$ cat src/rtl/core/wav_hdr_pkg.sv
// ----------------------------------------------------------------------------
// wav_hdr_pkg
// Types and constants shared by the WAV header parser modules.
// ----------------------------------------------------------------------------
package wav_hdr_pkg;

	// One input transfer: a file byte with its framing flags
	typedef struct packed {
		logic [7:0] in_byte;
		logic       first_byte;
		logic       final_byte;
	} wav_hdr_in_t;

	// One result transfer
	typedef struct packed {
		logic [2:0]  status;
		logic [15:0] channel_count;
		logic [31:0] rate_hz;
		logic [15:0] bits_per_sample;
		logic [31:0] data_size;
	} wav_hdr_out_t;

	// Status codes
	localparam logic [2:0] ST_OK      = 3'd0;
	localparam logic [2:0] ST_NO_RIFF = 3'd1;
	localparam logic [2:0] ST_NO_WAVE = 3'd2;
	localparam logic [2:0] ST_NOT_PCM = 3'd3;
	localparam logic [2:0] ST_NO_DATA = 3'd4;
	localparam logic [2:0] ST_TRUNC   = 3'd5;

	// Chunk tags as little-endian words
	localparam logic [31:0] TAG_RIFF = 32'h4646_4952;
	localparam logic [31:0] TAG_WAVE = 32'h4556_4157;
	localparam logic [31:0] TAG_FMT  = 32'h2074_6D66;
	localparam logic [31:0] TAG_DATA = 32'h6174_6164;

	localparam logic [15:0] FMT_PCM        = 16'h0001;
	localparam logic [15:0] FMT_EXTENSIBLE = 16'hFFFE;

	localparam logic [31:0] BASIC_FMT_BYTES = 32'd16;
	localparam logic [31:0] EXT_FMT_BYTES   = 32'd40;
	localparam logic [31:0] EXT_SKIP_FIRST  = 32'd8;
	localparam logic [31:0] EXT_SKIP_SECOND = 32'd14;

endpackage

$ cat src/rtl/core/wav_hdr_fsm.sv
// ----------------------------------------------------------------------------
// wav_hdr_fsm
// Parse state and one-byte step logic of the WAV header parser.
// ----------------------------------------------------------------------------
module wav_hdr_fsm
	import wav_hdr_pkg::*;
(
	input  logic         clk,
	input  logic         arst_n,
	input  logic         valid,
	input  logic         advance,
	input  wav_hdr_in_t  item,
	output logic         emit,
	output wav_hdr_out_t result
);

	typedef enum logic [4:0] {
		PH_RIFF, PH_RSIZE, PH_WAVE, PH_CID, PH_CSIZE, PH_CSKIP, PH_FSIZE,
		PH_FORMAT, PH_CHAN, PH_RATE, PH_BRATE, PH_ALIGN, PH_BITS, PH_EXT1,
		PH_SUBFMT, PH_EXT2, PH_FSKIP, PH_DID, PH_DSIZE
	} phase_t;

	phase_t      phase_q,    c_phase,    n_phase;
	logic [1:0]  idx_q,      c_idx,      n_idx;
	logic [31:0] word_q,     c_word,     n_word;
	logic [31:0] skip_q,     c_skip,     n_skip;
	logic [31:0] fmt_len_q,  c_fmt_len,  n_fmt_len;
	logic [15:0] fmt_q,      c_fmt,      n_fmt;
	logic [15:0] chan_q,     c_chan,     n_chan;
	logic [31:0] rate_q,     c_rate,     n_rate;
	logic [15:0] bits_q,     c_bits,     n_bits;
	logic        done_q,     c_done,     n_done;

	logic [31:0] word_sh;
	logic [31:0] skip_dec;
	logic [31:0] ext_rest;
	logic [31:0] basic_rest;
	logic [31:0] v;
	logic        fld_2;
	logic        hit;
	logic [2:0]  code;

	always_comb begin
		// a restart flag clears the state ahead of this byte
		if (item.first_byte) begin
			c_phase   = PH_RIFF;
			c_idx     = '0;
			c_word    = '0;
			c_skip    = '0;
			c_fmt_len = '0;
			c_fmt     = '0;
			c_chan    = '0;
			c_rate    = '0;
			c_bits    = '0;
			c_done    = 1'b0;
		end else begin
			c_phase   = phase_q;
			c_idx     = idx_q;
			c_word    = word_q;
			c_skip    = skip_q;
			c_fmt_len = fmt_len_q;
			c_fmt     = fmt_q;
			c_chan    = chan_q;
			c_rate    = rate_q;
			c_bits    = bits_q;
			c_done    = done_q;
		end

		n_phase   = c_phase;
		n_idx     = c_idx;
		n_word    = c_word;
		n_skip    = c_skip;
		n_fmt_len = c_fmt_len;
		n_fmt     = c_fmt;
		n_chan    = c_chan;
		n_rate    = c_rate;
		n_bits    = c_bits;
		n_done    = c_done;
		hit       = 1'b0;
		code      = ST_OK;

		word_sh    = {item.in_byte, c_word[31:8]};
		skip_dec   = c_skip - 32'd1;
		ext_rest   = c_fmt_len - EXT_FMT_BYTES;
		basic_rest = c_fmt_len - BASIC_FMT_BYTES;
		fld_2      = (c_phase == PH_FORMAT) || (c_phase == PH_CHAN) ||
			(c_phase == PH_ALIGN) || (c_phase == PH_BITS) || (c_phase == PH_SUBFMT);
		v          = fld_2 ? {16'h0000, word_sh[31:16]} : word_sh;

		if (!c_done) begin
			if ((c_phase == PH_CSKIP) || (c_phase == PH_EXT1) ||
				(c_phase == PH_EXT2) || (c_phase == PH_FSKIP)) begin
				n_skip = skip_dec;
				if (skip_dec == '0) begin
					case (c_phase)
						PH_CSKIP: n_phase = PH_CID;
						PH_EXT1:  n_phase = PH_SUBFMT;
						PH_EXT2: begin
							if (ext_rest == '0) begin
								n_phase = PH_DID;
							end else begin
								n_skip  = ext_rest;
								n_phase = PH_FSKIP;
							end
						end
						default:  n_phase = PH_DID;
					endcase
				end
			end else begin
				n_word = word_sh;
				if (fld_2 ? (c_idx == 2'd0) : (c_idx != 2'd3)) begin
					n_idx = c_idx + 2'd1;
				end else begin
					n_idx = '0;
					case (c_phase)
						PH_RIFF: begin
							if (v != TAG_RIFF) begin
								hit  = 1'b1;
								code = ST_NO_RIFF;
							end else begin
								n_phase = PH_RSIZE;
							end
						end
						PH_RSIZE: n_phase = PH_WAVE;
						PH_WAVE: begin
							if (v != TAG_WAVE) begin
								hit  = 1'b1;
								code = ST_NO_WAVE;
							end else begin
								n_phase = PH_CID;
							end
						end
						PH_CID:   n_phase = (v == TAG_FMT) ? PH_FSIZE : PH_CSIZE;
						PH_CSIZE: begin
							if (v == '0) begin
								n_phase = PH_CID;
							end else begin
								n_skip  = v;
								n_phase = PH_CSKIP;
							end
						end
						PH_FSIZE: begin
							n_fmt_len = v;
							n_phase   = PH_FORMAT;
						end
						PH_FORMAT: begin
							n_fmt   = v[15:0];
							n_phase = PH_CHAN;
						end
						PH_CHAN: begin
							n_chan  = v[15:0];
							n_phase = PH_RATE;
						end
						PH_RATE: begin
							n_rate  = v;
							n_phase = PH_BRATE;
						end
						PH_BRATE: n_phase = PH_ALIGN;
						PH_ALIGN: n_phase = PH_BITS;
						PH_BITS: begin
							n_bits = v[15:0];
							if (c_fmt == FMT_EXTENSIBLE) begin
								n_skip  = EXT_SKIP_FIRST;
								n_phase = PH_EXT1;
							end else if (c_fmt != FMT_PCM) begin
								hit  = 1'b1;
								code = ST_NOT_PCM;
							end else if (basic_rest == '0) begin
								n_phase = PH_DID;
							end else begin
								n_skip  = basic_rest;
								n_phase = PH_FSKIP;
							end
						end
						PH_SUBFMT: begin
							n_fmt = v[15:0];
							if (v[15:0] != FMT_PCM) begin
								hit  = 1'b1;
								code = ST_NOT_PCM;
							end else begin
								n_skip  = EXT_SKIP_SECOND;
								n_phase = PH_EXT2;
							end
						end
						PH_DID: begin
							if (v != TAG_DATA) begin
								hit  = 1'b1;
								code = ST_NO_DATA;
							end else begin
								n_phase = PH_DSIZE;
							end
						end
						default: begin
							// data size word closes the header
							hit  = 1'b1;
							code = ST_OK;
						end
					endcase
				end
			end
			if (!hit && item.final_byte) begin
				hit  = 1'b1;
				code = ST_TRUNC;
			end
		end

		if (hit) begin
			n_done = 1'b1;
		end

		emit                   = valid && hit;
		result.status          = code;
		result.channel_count   = n_chan;
		result.rate_hz         = n_rate;
		result.bits_per_sample = n_bits;
		result.data_size       = (code == ST_OK) ? n_word : '0;
	end

	always_ff @(posedge clk or negedge arst_n) begin
		if (!arst_n) begin
			phase_q   <= PH_RIFF;
			idx_q     <= '0;
			word_q    <= '0;
			skip_q    <= '0;
			fmt_len_q <= '0;
			fmt_q     <= '0;
			chan_q    <= '0;
			rate_q    <= '0;
			bits_q    <= '0;
			done_q    <= 1'b0;
		end else if (advance) begin
			phase_q   <= n_phase;
			idx_q     <= n_idx;
			word_q    <= n_word;
			skip_q    <= n_skip;
			fmt_len_q <= n_fmt_len;
			fmt_q     <= n_fmt;
			chan_q    <= n_chan;
			rate_q    <= n_rate;
			bits_q    <= n_bits;
			done_q    <= n_done;
		end
	end

endmodule

$ cat src/rtl/core/wav_header_parser.sv
// ----------------------------------------------------------------------------
// wav_header_parser
// Byte-stream parser for the RIFF/WAVE header of a PCM WAV file.
// ----------------------------------------------------------------------------
// Feed the file one byte per transfer on the input channel; first_byte restarts
// parsing at that byte (parsing also starts from reset without it), and
// final_byte marks the last byte of the file. The block checks the RIFF and
// WAVE tags, skips whole chunks by size until the fmt chunk, reads format,
// channel count, sample rate and bits per sample (following the extensible
// subformat when present), requires PCM, and then a data chunk. At most one
// result transfer goes out per parse, on the byte that decides it: status 0
// with the header fields and the data chunk length, or an error code (1 no
// RIFF, 2 no WAVE, 3 not PCM, 4 no data tag, 5 truncated by final_byte).
// On error data_size is zero and the other fields carry what was read so
// far. Later bytes are swallowed until the next first_byte. Odd-size chunk
// padding is not handled. Throughput is one byte per clock, but for the
// output hold below: each byte passes an input register, one step of the
// parse state logic and, when it yields a result, the result register.
// Bytes that yield no result keep flowing while a result waits on the
// output; only a byte that would produce a second result waits there.
// ----------------------------------------------------------------------------
module wav_header_parser
	import wav_hdr_pkg::*;
(
	input  logic         clk,
	input  logic         arst_n,
	// byte input channel
	input  logic         in_valid,
	output logic         in_stall,
	input  wav_hdr_in_t  in_item,
	// result output channel
	output logic         out_valid,
	input  logic         out_stall,
	output wav_hdr_out_t out_item
);

	// input register stage
	logic         s1_valid_q;
	wav_hdr_in_t  item_s1;

	// step results
	logic         emit;
	wav_hdr_out_t step_res;
	logic         advance;

	// result register
	logic         out_valid_q;
	wav_hdr_out_t out_item_q;

	// a byte in stage one moves on unless it makes a result and the
	// result register is full and held
	assign advance  = s1_valid_q && (!out_valid_q || !out_stall || !emit);
	assign in_stall = s1_valid_q && !advance;

	wav_hdr_fsm u_fsm (
		.clk     (clk),
		.arst_n  (arst_n),
		.valid   (s1_valid_q),
		.advance (advance),
		.item    (item_s1),
		.emit    (emit),
		.result  (step_res)
	);

	always_ff @(posedge clk or negedge arst_n) begin
		if (!arst_n) begin
			s1_valid_q <= 1'b0;
		end else if (in_valid && !in_stall) begin
			s1_valid_q <= 1'b1;
		end else if (advance) begin
			s1_valid_q <= 1'b0;
		end
	end

	always_ff @(posedge clk) begin
		if (in_valid && !in_stall) begin
			item_s1 <= in_item;
		end
	end

	always_ff @(posedge clk or negedge arst_n) begin
		if (!arst_n) begin
			out_valid_q <= 1'b0;
		end else if (advance && emit) begin
			out_valid_q <= 1'b1;
		end else if (!out_stall) begin
			out_valid_q <= 1'b0;
		end
	end

	always_ff @(posedge clk) begin
		if (advance && emit) begin
			out_item_q <= step_res;
		end
	end

	assign out_valid = out_valid_q;
	assign out_item  = out_item_q;

`ifndef SYNTHESIS
	// stall only while stage one is occupied
	a_stall_needs_s1: assert property (@(posedge clk) disable iff (!arst_n)
		in_stall |-> s1_valid_q)
		else $error("input stalled with empty stage one");

	// a new result never overwrites one that is still held
	a_no_overwrite: assert property (@(posedge clk) disable iff (!arst_n)
		(advance && emit) |-> (!out_valid_q || !out_stall))
		else $error("result register overwritten while held");

	// status stays within the defined codes
	a_status_range: assert property (@(posedge clk) disable iff (!arst_n)
		out_valid_q |-> (out_item_q.status <= ST_TRUNC))
		else $error("undefined status code");

	// data size is only reported with a good header
	a_len_on_ok: assert property (@(posedge clk) disable iff (!arst_n)
		(out_valid_q && (out_item_q.status != ST_OK)) |-> (out_item_q.data_size == '0))
		else $error("data size set on failed parse");
`endif

endmodule

$ cat config.mk
export PLATFORM = sky130hd
export DESIGN_NAME = wav_header_parser
export DESIGN_NICKNAME = d
export VERILOG_FILES = /design/src/rtl/core/wav_hdr_pkg.sv /design/src/rtl/core/wav_hdr_fsm.sv /design/src/rtl/core/wav_header_parser.sv
export SDC_FILE = /design/constraint.sdc
export NUM_CORES = 1
export LEC_CHECK = 0
export BUFFER_PORTS_ARGS = -buffer_cell sky130_fd_sc_hd__buf_2
export CAP_MARGIN = 20
export CORE_ASPECT_RATIO = 1.75
export CORE_UTILIZATION = 24
export DETAILED_ROUTE_END_ITERATION = 10
export SYNTH_ARGS = -nofsm -noshare
export SYNTH_HDL_FRONTEND = slang
export SYNTH_SLANG_ARGS = --single-unit
$ cat constraint.sdc
create_clock -name clk -period 12.58 [get_ports clk]
set_input_delay 2.516 -clock clk [delete_from_list [all_inputs] [get_ports clk]]
set_output_delay 2.516 -clock clk [all_outputs]
set_load 0.1 [all_outputs]
==> metrics.txt <==
# TYPE chip_impl_metric gauge
chip_impl_metric{name="final_setup_skew",unit="ps"} 19.6
chip_impl_metric{name="ant_cells",unit=""} 0
chip_impl_metric{name="finalCritPeriodShare",unit=""} 0.585
chip_impl_info{name="yosys.cell_count.top_type",value="nand2_1"} 1
chip_impl_metric{name="synthesis.nets",unit=""} 2141
chip_impl_metric{name="critical_path.max_fanout",unit=""} 98
chip_impl_info{name="reg_to_reg_start",value="item_s1[1]"} 1
chip_impl_metric{name="die_height",unit="um"} 368
chip_impl_metric{name="max-clock-path-buffers",unit=""} 3
chip_impl_metric{name="finalSetupViolations",unit=""} 0
chip_impl_metric{name="start_util",unit=""} 0.244
chip_impl_info{name="synth_area_leader_cell",value="dfrtp_1"} 1
chip_impl_metric{name="finalWeightedCongestion",unit=""} 1.05
chip_impl_metric{name="die_area",unit="sq um"} 77700
chip_impl_info{name="timing.hold.worst.class",value="reg2reg"} 1
chip_impl_metric{name="syn-cell-area",unit="sq um"} 18400
chip_impl_info{name="globalRoute.busiestLayer",value="met2"} 1
chip_impl_metric{name="synthesis.yosys.warnings",unit=""} 0
chip_impl_metric{name="clkLatencyLatePin",unit="ps"} 610
chip_impl_info{name="worst_setup_end_kind",value="primary output"} 1
chip_impl_info{name="setup_repair_after_global_routing_missed_its_margin",value="no"} 1
chip_impl_metric{name="area_delta_synth_final",unit="%"} 13.6
chip_impl_metric{name="min_path_cells",unit=""} 2
chip_impl_metric{name="globalRouteOverflowTotal",unit=""} 0
chip_impl_info{name="tritoncts_clock_tree",value="done"} 1
chip_impl_metric{name="worst_r2r_path_depth",unit=""} 16
chip_impl_metric{name="grt_util_all_layers",unit=""} 0.219
chip_impl_metric{name="cp.required",unit="ps"} 10060
chip_impl_metric{name="port_buffers",unit=""} 114
chip_impl_metric{name="cts-buffers-inserted",unit=""} 28
chip_impl_metric{name="leakage",unit="nW"} 8.10
chip_impl_metric{name="maxSlewViolCount",unit=""} 0
chip_impl_metric{name="grt_first_pass_wirelength",unit="um"} 125000
chip_impl_metric{name="die_x",unit="um"} 211
chip_impl_metric{name="timing_worst_slew_pin_value",unit="ps"} 1150
chip_impl_metric{name="cts.reportedPaths.clkPinSlew",unit="ps"} 70
chip_impl_metric{name="core_region_area",unit="sq um"} 75400
chip_impl_metric{name="grt.met3_usage",unit=""} 0.0339
chip_impl_metric{name="synth_top_cell_area_share",unit=""} 0.253
chip_impl_info{name="run_status",value="finished clean"} 1
chip_impl_metric{name="core.rowCount",unit=""} 133
chip_impl_metric{name="ios",unit=""} 115
chip_impl_metric{name="num-nets-final",unit=""} 2153
chip_impl_metric{name="synthCells",unit=""} 2118
chip_impl_info{name="netlist_top_cells_area",value="dfrtp_1, edfxtp_1, nand2_1"} 1
chip_impl_metric{name="grt_start_max_net_pins",unit=""} 99
chip_impl_metric{name="initialDrtViolationCount",unit=""} 1955
chip_impl_metric{name="route.antenna.remaining_nets",unit=""} 0
chip_impl_metric{name="hold_violations",unit=""} 0
chip_impl_metric{name="avgViaCountPerCell",unit=""} 5.70
chip_impl_metric{name="dpl.hpwl",unit="um"} 60700
chip_impl_info{name="path_class",value="reg2out"} 1
chip_impl_metric{name="routed-via-count",unit=""} 18000
chip_impl_metric{name="finalSetupTns",unit="ps"} 0
chip_impl_metric{name="first_global_vias",unit=""} 17500
chip_impl_metric{name="max_clock_freq",unit="MHz"} 136
chip_impl_metric{name="synth_seq_cells",unit=""} 295
chip_impl_info{name="top_post_synthesis_cells_by_count",value="nand2_1, o21ai_0, dfrtp_1"} 1
chip_impl_metric{name="globalRouteMet1Util",unit=""} 0.238
chip_impl_metric{name="holdWs",unit="ps"} 467
chip_impl_info{name="regToRegEndpoint",value="u_fsm.skip_q[25]"} 1
chip_impl_metric{name="routedWlPerCell",unit="um"} 27.1
chip_impl_metric{name="detailedRoute.firstPassIterationCount",unit=""} 6
chip_impl_metric{name="period_minus_slack",unit="ps"} 7350
chip_impl_metric{name="groute.layer.met2.usage",unit=""} 0.368
chip_impl_metric{name="asyncSetResetFlopFracSynth",unit=""} 0.631
chip_impl_metric{name="synth_edf_count",unit=""} 109
chip_impl_metric{name="cts.htree.levels",unit=""} 1
chip_impl_info{name="ys_dominant_reg_cell",value="dfrtp_1"} 1
chip_impl_metric{name="post_cts.repair.setup_buffers",unit=""} 0
chip_impl_info{name="whs_endpoint",value="u_fsm.rate_q[23]"} 1
chip_impl_metric{name="power.density",unit="nW/um^2"} 153
chip_impl_metric{name="post_cts.resized_instances",unit=""} 0
chip_impl_metric{name="clk_sinks",unit=""} 295
chip_impl_info{name="min-delay-start",value="u_fsm.rate_q[23]"} 1
chip_impl_metric{name="synth.distinct_cells",unit=""} 97
chip_impl_metric{name="detail_route.drc_violations",unit=""} 0
chip_impl_metric{name="hold_buffers",unit=""} 0
chip_impl_info{name="cts_root_buf",value="clkbuf_16"} 1
chip_impl_metric{name="data_arrival_time_at_the_worst_slack_endpoint",unit="ps"} 4840
chip_impl_metric{name="timing.max_slew.rel_slack",unit=""} 0.209
chip_impl_metric{name="ir_worst_vdd",unit="mV"} 0.139
chip_impl_metric{name="ys_seq_area_frac",unit=""} 0.431
chip_impl_info{name="timing.critical_path.from_type",value="register"} 1
chip_impl_metric{name="setup.reg_to_reg.worst_slack",unit="ps"} 6120
chip_impl_metric{name="antenna_found_initial",unit=""} 3
chip_impl_metric{name="layout_cell_share_with_drive_strength_beyond_1",unit=""} 0.151
chip_impl_metric{name="max_cap_viols",unit=""} 0
chip_impl_metric{name="wirelength",unit="um"} 85800
chip_impl_metric{name="syn_avg_cell_area",unit="sq um"} 8.68
-- report_power, final --
group          leakage (nW)  internal (mW)  switching [mW]
Sequential             3.59           1.09           0.167
Combinational          4.03          0.249           0.750
Clock                 0.485          0.514           0.421
-- critical path, stage by stage (launching register included) --
cell and delay, ps:
edfxtp_1 360, buf_4 260, buf_4 360, inv_4 470, buf_12 400, nand3_1 180
nor3_1 210, buf_4 230, nor2_2 100, or3_1 380, o31a_1 370, o211ai_1 400
nor2_1 130, buf_2 320
-- layout by cell type, fill, tap and decap left out, types with 9 or more instances in the layout --
cell type	Yosys	layout
nand2b_1	15	15
buf_4	3	44
a21oi_1	122	120
nor4b_1	10	10
a22o_1	14	14
inv_1	25	25
nor2_1	135	133
nor4_1	45	45
nor3_1	75	75
mux2i_1	13	13
nor2b_1	30	30
or4_1	24	24
edfxtp_1	109	109
and2_1	10	10
nand2_1	307	305
a21boi_0	25	25
o22ai_1	13	13
buf_2	22	114
or3_1	24	24
a31oi_1	25	23
o211ai_1	34	34
dfrtp_1	186	186
mux2_2	61	61
and3_1	30	30
o21ai_0	192	192
xor2_1	10	10
o31ai_1	11	11
a22oi_1	10	10
ha_1	9	9
o21a_1	10	10
a211oi_1	19	19
or2_2	17	17
nand4_1	23	23
clkbuf_16	0	28
nand3_1	112	111
xnor2_1	19	19
-- state kept, by name (all words and copies together) (netlist names), 16 cells and up --
name / cells
u_fsm.chan_q: 16
u_fsm.fmt_q: 16
u_fsm.rate_q: 32
u_fsm.skip_q: 32
u_fsm.bits_q: 16
u_fsm.fmt_len_q: 32
out_item: 99
u_fsm.word_q: 32
-- stage by stage --
step                cells  power (mW)  setup slack, ps  instance area (sq um)  utilization
floorplan            2118        1.88             3990                  18400            -
global placement     3108        2.24             5850                  19900        0.264
detailed placement   3109        2.23             5810                  19900        0.264
CTS                  3161        3.17             5160                  20900        0.277
global route         3164        3.29             4960                  20900        0.277
finish               3164        3.19             5230                  20900        0.277
-- layer usage --
metal / routed length, um / up-vias
li1: - / 7910
met1: 29800 / 8844
met2: 41400 / 913
met3: 5580 / 364
met4: 8960 / 2
met5: 13 / -
-- worst max-delay path by stage --
stage                    start     endpoint  slack [ps]  cells after the start
floorplan           item_s1[1]  out_item[0]        3990                     15
global placement    item_s1[1]     in_stall        5850                     13
detailed placement  item_s1[1]     in_stall        5810                     13
CTS                 item_s1[1]     in_stall        5160                     13
global route        item_s1[1]     in_stall        4960                     13
finish              item_s1[1]     in_stall        5230                     13
-- cells by family (layout without fill, tap and decap cells) --
logic type,count (synthesis),count (layout),share of synthesized area
adders and majority gates,9,9,0.00613
AOI/OAI and AO/OA,597,597,0.210
and+or+nand+nor,907,907,0.247
DFF,295,295,0.431
muxes,74,74,0.0445
xor gates and xnor gates,30,30,0.0147
buffers and inverters,206,240,0.0458
-- area by class of cell --
type                            count  area [sq um]
Sequential cell                   295          7930
Inverter                           27           104
Fill cell                        8018         54500
Clock buffer                       32           746
Clock inverter                     20           234
Tap cell                         1012          1270
Multi-Input combinational cell   1617          9660
Timing Repair Buffer              161           942
(Power assumes the default switching activity.)
